## config.mk

```make
export PLATFORM = sky130hd
export DESIGN_NAME = ttmw_wsum
export DESIGN_NICKNAME = d
export VERILOG_FILES = /design/src/rtl/ttmw_pkg.sv /design/src/rtl/ttmw_wsum.sv
export SDC_FILE = /design/constraint.sdc
export NUM_CORES = 2
export LEC_CHECK = 0
export BUFFER_PORTS_ARGS = -buffer_cell sky130_fd_sc_hd__buf_4
export CORE_UTILIZATION = 51
export CTS_CLUSTER_SIZE = 16
export DETAILED_ROUTE_END_ITERATION = 10
export PLACE_DENSITY_LB_ADDON = 0.2
export SYNTH_ARGS = -nofsm -noshare
export SYNTH_HDL_FRONTEND = slang
export SYNTH_SLANG_ARGS = --single-unit
```

## constraint.sdc

```tcl
create_clock -name clk -period 11.2 [get_ports clk]
set_input_delay 2.24 -clock clk [delete_from_list [all_inputs] [get_ports clk]]
set_output_delay 2.24 -clock clk [all_outputs]
set_load 0.05 [all_outputs]
```

## src/rtl/ttmw_pkg.sv

```systemverilog
// Shared types, widths, stage counts and fixed-point constants of the mix-and-window block.
package ttmw_pkg;

	// Frame length used when the top level is not overridden
	localparam int unsigned FRAME_SIZE_DEF = 2048;

	// Field widths
	localparam int unsigned SAMPLE_W = 16;
	localparam int unsigned POS_W    = 11;
	localparam int unsigned COMB_W   = 17;
	localparam int unsigned OUT_W    = 17;
	localparam int unsigned WEIGHT_W = 16;
	localparam int unsigned PH_W     = 32;

	// Pipeline depth per section; stage k is loaded by enable bit k-1
	localparam int unsigned PH_N       = 4;
	localparam int unsigned COS_N      = 16;
	localparam int unsigned WS_N       = 4;
	localparam int unsigned OUT_N      = 2;
	localparam int unsigned COS_BASE   = PH_N;
	localparam int unsigned WS_BASE    = PH_N + COS_N;
	localparam int unsigned OUT_BASE   = PH_N + COS_N + WS_N;
	localparam int unsigned NUM_STAGES = PH_N + COS_N + WS_N + OUT_N;

	// Register codes
	typedef enum logic {
		COMB_MUL = 1'b0,
		COMB_ADD = 1'b1
	} comb_mode_t;

	typedef enum logic [1:0] {
		WIN_NONE    = 2'd0,
		WIN_HAMMING = 2'd1,
		WIN_HANN    = 2'd2,
		WIN_BH      = 2'd3
	} win_kind_t;

	typedef enum logic {
		REG_COMBINE = 1'b0,
		REG_WINDOW  = 1'b1
	} reg_idx_t;

	// Cosine of one harmonic: magnitude in Q30 and sign
	typedef struct packed {
		logic        neg;
		logic [30:0] mag;
	} cos_val_t;

	// Q30 constants
	localparam logic [30:0] ONE_Q30     = 31'h4000_0000;
	localparam logic [29:0] EIGHTH_TURN = 30'h2000_0000;
	localparam logic [30:0] HALF_PI_Q30 = 31'd1686629713;

	// Window coefficients, Q30
	localparam logic [29:0] C_HAM0 = 30'd579820585;
	localparam logic [29:0] C_HAM1 = 30'd493921239;
	localparam logic [29:0] C_HANN = 30'd536870912;
	localparam logic [29:0] C_BH0  = 30'd385204879;
	localparam logic [29:0] C_BH1  = 30'd524297395;
	localparam logic [29:0] C_BH2  = 30'd151698245;
	localparam logic [29:0] C_BH3  = 30'd12541305;

	// Exact reciprocals for the Horner divisions of a 30-bit value:
	// floor(y / C) = (y * ceil(2^K / C)) >> K with K = 30 + ceil(log2(C))
	localparam logic [31:0] COS_RCP [4] = '{
		32'(((64'd1 << 36) + 64'd55) / 64'd56),
		32'(((64'd1 << 35) + 64'd29) / 64'd30),
		32'(((64'd1 << 34) + 64'd11) / 64'd12),
		32'(((64'd1 << 31) + 64'd1) / 64'd2)
	};
	localparam int unsigned COS_SHIFT [4] = '{36, 35, 34, 31};

	localparam logic [31:0] SIN_RCP [4] = '{
		32'(((64'd1 << 37) + 64'd71) / 64'd72),
		32'(((64'd1 << 36) + 64'd41) / 64'd42),
		32'(((64'd1 << 35) + 64'd19) / 64'd20),
		32'(((64'd1 << 33) + 64'd5) / 64'd6)
	};
	localparam int unsigned SIN_SHIFT [4] = '{37, 36, 35, 33};

endpackage

```

## src/rtl/ttmw_wsum.sv

```systemverilog
// Window weight: coefficient products, signed sum at Q60, clamp and rounding to Q1.15.
module ttmw_wsum
	import ttmw_pkg::*;
(
	input  logic                 clk,
	input  logic [WS_N-1:0]      en,
	input  win_kind_t            kind,
	input  cos_val_t [2:0]       cv,
	output logic [WEIGHT_W-1:0]  weight
);

	localparam logic [61:0] ONE_Q60  = 62'(64'd1 << 60);
	localparam logic [60:0] HALF_LSB = 61'(64'd1 << 44);

	logic [29:0] c0;
	logic [29:0] c1;
	logic [29:0] c2;
	logic [29:0] c3;
	logic [60:0] pm [3];

	logic signed [62:0] base;
	logic signed [62:0] trm [3];
	logic [60:0]        wc;
	logic [60:0]        rs;

	logic [59:0]        p_s1   [3];
	logic               sub_s1 [3];
	logic [29:0]        c0_s1;
	logic               none_s1;
	logic signed [62:0] s01_s2;
	logic signed [62:0] s23_s2;
	logic               none_s2;
	logic signed [62:0] w_s3;
	logic               none_s3;
	logic [WEIGHT_W-1:0] weight_s4;

	// Coefficients for the selected window
	always_comb begin
		c0 = '0;
		c1 = '0;
		c2 = '0;
		c3 = '0;
		case (kind)
			WIN_HAMMING: begin
				c0 = C_HAM0;
				c1 = C_HAM1;
			end
			WIN_HANN: begin
				c0 = C_HANN;
				c1 = C_HANN;
			end
			WIN_BH: begin
				c0 = C_BH0;
				c1 = C_BH1;
				c2 = C_BH2;
				c3 = C_BH3;
			end
			default: begin
				c0 = '0;
			end
		endcase
	end

	assign pm[0] = 61'(cv[0].mag) * 61'(c1);
	assign pm[1] = 61'(cv[1].mag) * 61'(c2);
	assign pm[2] = 61'(cv[2].mag) * 61'(c3);

	// Products; the first and third terms enter with a minus sign
	always_ff @(posedge clk) begin
		if (en[0]) begin
			for (int i = 0; i < 3; i++) begin
				p_s1[i] <= pm[i][59:0];
			end
			sub_s1[0] <= ~cv[0].neg;
			sub_s1[1] <= cv[1].neg;
			sub_s1[2] <= ~cv[2].neg;
			c0_s1     <= c0;
			none_s1   <= (kind == WIN_NONE);
		end
	end

	// Partial sums
	always_comb begin
		base = signed'({3'd0, c0_s1, 30'd0});
		for (int i = 0; i < 3; i++) begin
			trm[i] = sub_s1[i] ? -signed'({3'd0, p_s1[i]}) : signed'({3'd0, p_s1[i]});
		end
	end

	always_ff @(posedge clk) begin
		if (en[1]) begin
			s01_s2  <= base + trm[0];
			s23_s2  <= trm[1] + trm[2];
			none_s2 <= none_s1;
		end
	end

	always_ff @(posedge clk) begin
		if (en[2]) begin
			w_s3    <= s01_s2 + s23_s2;
			none_s3 <= none_s2;
		end
	end

	// Clamp to [0, 1] and round half up to Q1.15
	always_comb begin
		if (w_s3[62]) begin
			wc = '0;
		end else if (w_s3[61:0] > ONE_Q60) begin
			wc = ONE_Q60[60:0];
		end else begin
			wc = w_s3[60:0];
		end
		rs = wc + HALF_LSB;
	end

	always_ff @(posedge clk) begin
		if (en[3]) begin
			weight_s4 <= none_s3 ? WEIGHT_W'(16'h8000) : rs[60:45];
		end
	end

	assign weight = weight_s4;

endmodule

```

==> results.sh <==
export IMPL_peakVddDrop_mv=0.412
export IMPL_place_area_um2=78700
export IMPL_worstSetupEndpointType="flop"
export IMPL_r2r_worst_path_cells=21
export IMPL_layout_cells_non_filler=9655
export IMPL_ys_warnings_count=0
export IMPL_synth_top_cell_area_share=0.315
export IMPL_cts_tree="yes"
export IMPL_gp_congestion=1.03
export IMPL_clock_fmax_ghz=0.0948
export IMPL_hold_depth=0
export IMPL_yosys_top_cells_area="fa_1, ha_1, edfxtp_1"
export IMPL_skew_ps=29.1
export IMPL_design_area_um2=80200
export IMPL_final_util=0.550
export IMPL_synth_compound_area_frac=0.101
export IMPL_synthXorXnorAreaFrac=0.0606
export IMPL_drive_gt1_frac=0.0424
export IMPL_synth_top_family_by_area="adder cells"
export IMPL_layout_common_cells="inv_1, fa_1, ha_1"
export IMPL_num_antenna_cells=0
export IMPL_htree_levels=2
export IMPL_finalSetupTns_ps=0
export IMPL_num_io_pins=119
export IMPL_grt_usage=0.286
export IMPL_ys_async_sr_fraction=0
export IMPL_coreArea_um2=146000
export IMPL_die_area_um2=149000
export IMPL_grt_pass1_vias=56520
export IMPL_syn_area_um2=75200
export IMPL_nets=10115
export IMPL_hold_buffers=0
export IMPL_p_leak_nw=41.1
export IMPL_die_h_um=386
export IMPL_drt_iter0_markers=3700
export IMPL_r2r_start="p_s1[0][126]"
export IMPL_startpoint_type="input port"
export IMPL_min_period_over_period=0.942
export IMPL_pre_cts_slack_ps=137
export IMPL_dp_cells=9575
export IMPL_grt_max_degree=95
export IMPL_arrival_ps=10870
export IMPL_num_rows=140
export IMPL_outcome="completed"
export IMPL_yosys_area_share_simple=0.0802
export IMPL_io_buffer_count=118
export IMPL_hold_path_class="flop to flop"
export IMPL_layout_setup_ws_ps=655
export IMPL_max_slew_margin=0.225
export IMPL_ys_flop_type="edfxtp_1"
export IMPL_cap_violations=0
export IMPL_antenna_left=0
export IMPL_power_density_nw_per_um2=292
export IMPL_cts_buffers=43
export IMPL_startpoint="kind[1]"
export IMPL_worst_pin_slew_ps=1130
export IMPL_root_buffer="clkbuf_16"
export IMPL_hpwl_mm=184
export IMPL_synth_mux_area_frac=0.000566
export IMPL_num_vias=53487
export IMPL_grt_pass1_wl_mm=323
export IMPL_yosys_area_share_adder=0.502
export IMPL_cts_sinks=393
export IMPL_worstSetupPathType="input port to flop"
export IMPL_crit_fanout=6
export IMPL_critPathRequiredTime_ps=11530
export IMPL_initial_utilization=0.515
export IMPL_hold_start="none_s1"
export IMPL_syn2layout_area_growth_pct=6.63
export IMPL_yosys_area_top_type="fa_1"
export IMPL_via_per_inst=5.54
export IMPL_cts_buffer_depth=3
export IMPL_wl_mm=208
export IMPL_avgSynthCellArea_um2=9.92
export IMPL_setup_viol=0
export IMPL_finalHoldViolations=0
export IMPL_mostFrequentLayoutCell="inv_1"
export IMPL_dr_pass1_iters=6
export IMPL_avgRoutedWirePerCell_um=21.5
export IMPL_netlist_instances=7583
export IMPL_power_mw=23.4
export IMPL_timing_hold_ws_ps=504
export IMPL_synth_edf_count=393
export IMPL_seq_area_frac_synth=0.157
export IMPL_die_width_um=386
export IMPL_max_stage_delay_ps=560
export IMPL_drc=0
export IMPL_synth_seq_cells=393
export IMPL_final_max_slew_viol_count=0
export IMPL_grt_overflow=0
export IMPL_clock_latency_ps=600
export IMPL_grt_setup_unrepaired="no"
export IMPL_cts_resized=0
export IMPL_synth_cell_type_count=81
export IMPL_syn_nets=9995
export IMPL_crit_slowest_cell="fa_1"
export IMPL_period_minus_slack_ps=10550
export IMPL_clk_pin_slew_ps=60
export IMPL_postCtsSetupRepairBufs=0
export IMPL_antenna_found_initial=11
logic make-up (layout without fill, tap and decap cells):
kind of cell	count (synthesis)	after routing
XOR/XNOR	520	520
flip-flops	393	393
multiplexers	4	4
buffers and inverters	1961	2116
AO/OA/AOI/OAI	1182	1182
AND/OR/NAND/NOR	1213	1213
adder cells (fa/ha/maj)	2310	2310
worst max-delay path, delay by kind of cell:
kind	cells	cell delay, ps
xor+xnor	1	110
simple gates	6	1350
compound gates	10	2260
fa+ha+maj	10	4170
buf+inv	8	720
power by group:
group          internal, mW  total (mW)  switching [mW]
Clock                 0.884        1.53           0.645
Sequential             3.15        3.68           0.536
Combinational          7.25        18.2            11.0
Total                  11.3        23.4            12.2
cell usage after synthesis, types with 32 or more instances:
cell type,number
o21ai_0,224
nor2b_1,47
o21bai_1,42
a211oi_1,34
nor2_1,222
a21oi_1,345
and2_1,82
a31oi_1,38
xor2_1,144
inv_1,1835
nand2_1,405
clkbuf_1,109
o31ai_1,60
fa_1,1183
edfxtp_1,393
nor3_1,51
nand4_1,66
nand2b_1,58
nand3_1,74
nor4_1,34
xnor2_1,376
ha_1,1126
o41ai_1,32
a21o_1,237
and3_1,46
sequential cells by signal, summed over array words and instances (netlist names):
name	flops
c0_s1	4
none_s1	1
none_s2	1
none_s3	1
p_s1	178
s01_s2	63
s23_s2	63
sub_s1	3
w_s3	63
weight	16
final cells by class:
type	count	area, um2
Clock inverter	34	429
Timing Repair Buffer	200	1530
Clock buffer	46	1090
Multi-Input combinational cell	5229	56100
Inverter	1836	6890
Sequential cell	393	11800
Tap cell	1917	2400
Fill cell	13052	65700
layer usage:
| layer | vias up | GRT usage | wire length (um) |
|---|---|---|---|
| met1 | 26885 | 0.376 | 88600 |
| met4 | 0 | 0.0993 | 8510 |
| met3 | 309 | 0.0286 | 10100 |
| li1 | 24876 | - | - |
| met5 | - | 0 | 0 |
| met2 | 1417 | 0.491 | 101000 |
final timing paths:
check,slack [ps],to
worst max-delay path,650,p_s1[0][59]
worst min-delay path,500,none_s2
worst max register to register,4340,s23_s2[60]
worst min register to register,500,none_s2
Note: power is estimated with default switching activity, not from simulation.
