--- src/rtl/ttmw_pkg.sv ---
// Shared types, widths, stage counts and fixed-point constants of the mix-and-window block.
package ttmw_pkg;

	// Frame length used when the top level is not overridden
	localparam int unsigned FRAME_SIZE_DEF = 2048;

	// Field widths
	localparam int unsigned SAMPLE_W = 16;
	localparam int unsigned POS_W    = 11;
	localparam int unsigned COMB_W   = 17;
	localparam int unsigned OUT_W    = 17;
	localparam int unsigned WEIGHT_W = 16;
	localparam int unsigned PH_W     = 32;

	// Pipeline depth per section; stage k is loaded by enable bit k-1
	localparam int unsigned PH_N       = 4;
	localparam int unsigned COS_N      = 16;
	localparam int unsigned WS_N       = 4;
	localparam int unsigned OUT_N      = 2;
	localparam int unsigned COS_BASE   = PH_N;
	localparam int unsigned WS_BASE    = PH_N + COS_N;
	localparam int unsigned OUT_BASE   = PH_N + COS_N + WS_N;
	localparam int unsigned NUM_STAGES = PH_N + COS_N + WS_N + OUT_N;

	// Register codes
	typedef enum logic {
		COMB_MUL = 1'b0,
		COMB_ADD = 1'b1
	} comb_mode_t;

	typedef enum logic [1:0] {
		WIN_NONE    = 2'd0,
		WIN_HAMMING = 2'd1,
		WIN_HANN    = 2'd2,
		WIN_BH      = 2'd3
	} win_kind_t;

	typedef enum logic {
		REG_COMBINE = 1'b0,
		REG_WINDOW  = 1'b1
	} reg_idx_t;

	// Cosine of one harmonic: magnitude in Q30 and sign
	typedef struct packed {
		logic        neg;
		logic [30:0] mag;
	} cos_val_t;

	// Q30 constants
	localparam logic [30:0] ONE_Q30     = 31'h4000_0000;
	localparam logic [29:0] EIGHTH_TURN = 30'h2000_0000;
	localparam logic [30:0] HALF_PI_Q30 = 31'd1686629713;

	// Window coefficients, Q30
	localparam logic [29:0] C_HAM0 = 30'd579820585;
	localparam logic [29:0] C_HAM1 = 30'd493921239;
	localparam logic [29:0] C_HANN = 30'd536870912;
	localparam logic [29:0] C_BH0  = 30'd385204879;
	localparam logic [29:0] C_BH1  = 30'd524297395;
	localparam logic [29:0] C_BH2  = 30'd151698245;
	localparam logic [29:0] C_BH3  = 30'd12541305;

	// Exact reciprocals for the Horner divisions of a 30-bit value:
	// floor(y / C) = (y * ceil(2^K / C)) >> K with K = 30 + ceil(log2(C))
	localparam logic [31:0] COS_RCP [4] = '{
		32'(((64'd1 << 36) + 64'd55) / 64'd56),
		32'(((64'd1 << 35) + 64'd29) / 64'd30),
		32'(((64'd1 << 34) + 64'd11) / 64'd12),
		32'(((64'd1 << 31) + 64'd1) / 64'd2)
	};
	localparam int unsigned COS_SHIFT [4] = '{36, 35, 34, 31};

	localparam logic [31:0] SIN_RCP [4] = '{
		32'(((64'd1 << 37) + 64'd71) / 64'd72),
		32'(((64'd1 << 36) + 64'd41) / 64'd42),
		32'(((64'd1 << 35) + 64'd19) / 64'd20),
		32'(((64'd1 << 33) + 64'd5) / 64'd6)
	};
	localparam int unsigned SIN_SHIFT [4] = '{37, 36, 35, 33};

endpackage

--- src/rtl/ttmw_phase.sv ---
// Phase generator: position to a 32-bit turn fraction for the first three harmonics.
module ttmw_phase
	import ttmw_pkg::*;
#(
	parameter int unsigned FRAME_SIZE = FRAME_SIZE_DEF
) (
	input  logic                      clk,
	input  logic [PH_N-1:0]           en,
	input  logic [POS_W-1:0]          pos,
	output logic [2:0][PH_W-1:0]      ph
);

	// floor(2^48 / FRAME_SIZE); the estimate below is at most one short
	localparam logic [44:0] RECIP = 45'((64'd1 << 48) / FRAME_SIZE);
	localparam logic [17:0] FS    = 18'(FRAME_SIZE);

	logic [55:0]     est;
	logic [35:0]     qfs_full;
	logic [17:0]     rem;
	logic [PH_W-1:0] q_s1;
	logic [PH_W-1:0] q_s2;
	logic [17:0]     qfs_s2;
	logic [PH_W-1:0] ph_s3;
	logic [2:0][PH_W-1:0] ph_s4;

	// Estimate of pos * 2^32 / FRAME_SIZE, kept modulo 2^32
	assign est = 56'(pos) * 56'(RECIP);

	always_ff @(posedge clk) begin
		if (en[0]) begin
			q_s1 <= est[47:16];
		end
	end

	// Back-multiply; only the low bits matter since the remainder is below 2*FS
	assign qfs_full = {18'd0, q_s1[17:0]} * {18'd0, FS};

	always_ff @(posedge clk) begin
		if (en[1]) begin
			q_s2   <= q_s1;
			qfs_s2 <= qfs_full[17:0];
		end
	end

	// Correct the estimate by one when the remainder reaches FS
	assign rem = 18'd0 - qfs_s2;

	always_ff @(posedge clk) begin
		if (en[2]) begin
			ph_s3 <= q_s2 + PH_W'(rem >= FS);
		end
	end

	// Harmonic one as is, harmonics two and three by shift and add
	always_ff @(posedge clk) begin
		if (en[3]) begin
			ph_s4[0] <= ph_s3;
			ph_s4[1] <= {ph_s3[PH_W-2:0], 1'b0};
			ph_s4[2] <= ph_s3 + {ph_s3[PH_W-2:0], 1'b0};
		end
	end

	assign ph = ph_s4;

endmodule

--- config.mk ---
export PLATFORM = sky130hd
export DESIGN_NAME = ttmw_phase
export DESIGN_NICKNAME = d
export VERILOG_FILES = /design/src/rtl/ttmw_pkg.sv /design/src/rtl/ttmw_phase.sv
export SDC_FILE = /design/constraint.sdc
export NUM_CORES = 1
export LEC_CHECK = 0
export BUFFER_PORTS_ARGS = -buffer_cell sky130_fd_sc_hd__buf_2
export CELL_PAD_IN_SITES_DETAIL_PLACEMENT = 0
export CELL_PAD_IN_SITES_GLOBAL_PLACEMENT = 2
export CORE_UTILIZATION = 30
export CTS_CLUSTER_DIAMETER = 50
export DETAILED_ROUTE_END_ITERATION = 10
export GPL_TIMING_DRIVEN = 0
export MAX_ROUTING_LAYER = met4
export PLACE_DENSITY_LB_ADDON = 0.08
export SETUP_SLACK_MARGIN = 0.2
export SYNTH_ARGS = -nofsm -noshare
export SYNTH_HDL_FRONTEND = slang
export SYNTH_SLANG_ARGS = --single-unit
--- constraint.sdc ---
create_clock -name clk -period 2.05 [get_ports clk]
set_input_delay 0.205 -clock clk [delete_from_list [all_inputs] [get_ports clk]]
set_output_delay 0.205 -clock clk [all_outputs]
set_load 0.03 [all_outputs]
==> impl_summary.md <==
CTS
The number of buffers on the longest clock path is 2. TritonCTS built the clock tree. The clock insertion delay at the later pin of the skew report is 300 ps.

The CTS root buffer is sky130_fd_sc_hd__clkbuf_8. The clock edge transition at the registers on the reported setup and hold paths is 90 ps. TritonCTS created 5 clock buffers. Clock tree synthesis found a total of 54 sinks. The number of levels in the clock H-tree is 2.

Hold repair after CTS inserted 0 buffers.

GRT
The global-route wire length before repair is 4.75 mm. The residual overflow from global routing is 0. The via count of the first global-routing pass is roughly 1100.

Entering global routing, the biggest net connects 22 pins. The global-route usage over all layers is 7.32%. The initial antenna violation count is 0.

Routing
The final routed wirelength across all metal layers is 3.30 mm. Once detail routing completed, the nets flagged for antenna violations numbered 0. After the first detailed-routing iteration, the DRC count stood at 13. After detailed routing, the number of remaining DRC violations is 0.

The routed via count is about 1400. The detailed-routing iteration count for the pre-antenna-repair pass is 4. The per-cell via count in the routed design is 3.36. The final routed wire length divided by cell count is 7.93 um.

Logic synthesis
The synthesized area is 2570 um^2. The number of distinct library cell variants in the gate-level netlist after synthesis is 20. The synthesized flop and latch total is 54. The Yosys warning count is 0.

The synthesized area per cell is 14.2 um^2. The gate count after technology mapping is roughly 180. Of the synthesized area, sequential elements account for around 63%.

Pwr
For this design the ratio of total power to cell area is 780 nW/um^2. The internal portion of the total power is around 0.0019 W. In this run, the combinational gates consume 23.6% of the power. In this run the power spent charging and discharging nets is approximately 0.00076 W. The leakage power is 1.62 nW. The worst-case vdd ir drop is just under 300 uV. The sequential cell fraction of total power is 50.4%.

The power share of the clock group is 26.0%. Of the total power, the share spent switching nets is 28.3%.

STA
Adding up every negative setup slack in the final design gives 0 ps. The number of pins with negative max-slew slack in the final report is 0. The maximum achievable frequency is 561 MHz. The setup clock skew after layout is roughly 3.5 ps. Counting I/O delays and the setup requirement, the final critical path takes roughly 1800 ps. The final critical path takes up 87.0% of the cycle. The total of endpoints with negative setup slack in the final report is 0. Setup repair after global routing left no endpoint under its margin.

The hold violation total from the final report was 0.

Worst setup path
The category of the worst setup path capture point is a flip-flop. The element type at the critical path start is a flip-flop. The critical path data arrival time is between 1500 and 2000 ps.

The data required time of the worst path is around 2100 ps. Along the worst path, the maximum fanout reaches 3. The worst setup path is of the reg2reg kind.

Placement
The placer's final routability congestion estimate is around 0.74. The total of buffers placed on input and output ports is 47. The wire-length estimate of the detail-placed layout is 2.47 mm.

Final layout
The core utilization of the finished layout is 41.8%. The number of antenna repair diodes is 0. In the final layout, the share of cells above drive strength 1 is 48.2%. Fill cells in the final layout number 788. The area added between synthesis and finish is 34.1%.

The net total in the final layout is 336.

Floorplanning
The area inside the core boundary is 8260 um^2. The die outline width is between 90 and 100 um. The number of rows created at floorplan is 33. The initial standard-cell utilization of the core is 31.2%. In this run the vertical extent of the chip is roughly 95 um. The area enclosed by the die boundary is just under 9000 um^2. For this design the top-level I/O count stands at 112.

Min path
The worst min-delay path category is in2reg.

Status
The run finished with clean final reports.

Job
The count of maximum capacitance violations is 0.
-- cell usage after synthesis (all sizes together) --
cell | instances | area share (%)
o21ai | 1 | 0.19
and2 | 1 | 0.24
a21o | 2 | 0.58
nand2b | 1 | 0.24
a221oi | 1 | 0.58
conb | 1 | 0.15
inv | 6 | 0.87
nor2 | 4 | 0.58
nand2 | 2 | 0.29
fa | 1 | 0.78
o211ai | 2 | 0.58
ha | 9 | 4.4
o221ai | 1 | 0.34
nand3 | 5 | 0.97
edfxtp | 54 | 63
a31oi | 2 | 0.49
buf | 75 | 22
xor2 | 2 | 0.68
xnor2 | 7 | 2.4
a21oi | 4 | 0.78
-- cells in the final DEF, fill, tap and decap left out --
| master | n |
|---|---|
| sky130_fd_sc_hd__ha_1 | 4 |
| sky130_fd_sc_hd__a21oi_4 | 1 |
| sky130_fd_sc_hd__clkbuf_8 | 5 |
| sky130_fd_sc_hd__edfxtp_1 | 54 |
| sky130_fd_sc_hd__buf_4 | 87 |
| sky130_fd_sc_hd__ha_4 | 4 |
| sky130_fd_sc_hd__xnor2_1 | 7 |
| sky130_fd_sc_hd__o221ai_1 | 1 |
| sky130_fd_sc_hd__o211ai_1 | 2 |
| sky130_fd_sc_hd__inv_1 | 6 |
| sky130_fd_sc_hd__nor2_1 | 4 |
| sky130_fd_sc_hd__a31oi_1 | 2 |
| sky130_fd_sc_hd__buf_2 | 47 |
| sky130_fd_sc_hd__xor2_1 | 2 |
| sky130_fd_sc_hd__nand2b_4 | 1 |
| sky130_fd_sc_hd__and2_1 | 1 |
| sky130_fd_sc_hd__conb_1 | 64 |
| sky130_fd_sc_hd__nand2_1 | 2 |
| sky130_fd_sc_hd__clkinvlp_4 | 1 |
| sky130_fd_sc_hd__nand3_1 | 5 |
| sky130_fd_sc_hd__a21o_1 | 2 |
| sky130_fd_sc_hd__a221oi_2 | 1 |
| sky130_fd_sc_hd__clkbuf_1 | 1 |
| sky130_fd_sc_hd__bufinv_16 | 1 |
| sky130_fd_sc_hd__ha_2 | 1 |
| sky130_fd_sc_hd__a21oi_1 | 3 |
| sky130_fd_sc_hd__fa_2 | 1 |
| sky130_fd_sc_hd__o21ai_0 | 1 |
-- through the flow --
stage                     power [W]  std cells  hold slack (ps)  setup WS, ps  area, um^2
after floorplan             0.00186        244              304           295        2810
after global placement      0.00196        396              383          83.0        3180
after detailed placement    0.00197        396              383          72.5        3180
after CTS                   0.00268        406             62.1           216        3340
after global routing        0.00282        416             47.8           174        3450
final                       0.00269        416             71.1           267        3450
-- critical path, stage by stage (launching register included) --
cell and delay, ps:
sky130_fd_sc_hd__edfxtp_1 470, sky130_fd_sc_hd__ha_1 310, sky130_fd_sc_hd__a21oi_1 230, sky130_fd_sc_hd__o211ai_1 110, sky130_fd_sc_hd__buf_4 150, sky130_fd_sc_hd__a31oi_1 190
sky130_fd_sc_hd__xnor2_1 80
-- timing repair --
action	CTS	global route
pin swaps	2	5
setup buffers	2	10
resized for setup	7	4
setup endpoints to repair	3	4
-- registers in the layout (all words and copies together) (netlist names) --
name and flops:
ph 21, q_s1 11, ph_s3 11, q_s2 11
-- path summary, 6_finish.rpt --
kind	start	endpoint	slack (ps)	depth (start not counted)
max	ph_s3[23]$_DFFE_PP_	ph[93]$_DFFE_PP_	270	6
min	pos[2]	q_s1[23]$_DFFE_PP_	70	1
max reg2reg	ph_s3[23]$_DFFE_PP_	ph[93]$_DFFE_PP_	270	6
min reg2reg	q_s1[31]$_DFFE_PP_	q_s2[31]$_DFFE_PP_	430	0
-- layer usage --
layer	up-vias	track usage [%]	share of wire, %	routed length [um]
met1	563	8.29	43	1410
met4	0	4.17	2.0	65
met5	-	-	0	0
met3	6	2.50	9.2	305
li1	749	-	-	-
met2	78	11.3	46	1520
-- layout make-up --
| type | count | area (um^2) | share of cell area (%) |
|---|---|---|---|
| buffer | 75 | 563 | 16.3 |
| inverter | 6 | 22.5 | 0.653 |
| clock inverter | 2 | 37.5 | 1.09 |
| multi-input combinational | 109 | 677 | 19.6 |
| timing repair buffer | 59 | 325 | 9.43 |
| clock buffer | 6 | 72.6 | 2.10 |
| tap | 105 | 131 | 3.81 |
| sequential | 54 | 1620 | 47.0 |
-- power by group through the flow --
stage	logic [W]	registers, W	clock network, W
finish	0.000636	0.00136	0.000699
global placement	0.000585	0.00138	0
detailed placement	0.000585	0.00138	0
CTS	0.000604	0.00136	0.000718
floorplan	0.000400	0.00146	0
global route	0.000684	0.00137	0.000769
-- cells by family (layout without fill, tap and decap cells) --
logic type | Yosys count | count (layout) | share of synthesized area (%)
flip-flops | 54 | 54 | 63.0
AND/OR/NAND/NOR | 13 | 13 | 2.33
buffers and inverters | 81 | 148 | 22.8
XOR/XNOR | 9 | 9 | 3.06
other | 1 | 64 | 0.146
adder cells (fa/ha/maj) | 10 | 10 | 5.15
AO/OA/AOI/OAI | 13 | 13 | 3.55
(Power assumes the default switching activity.)
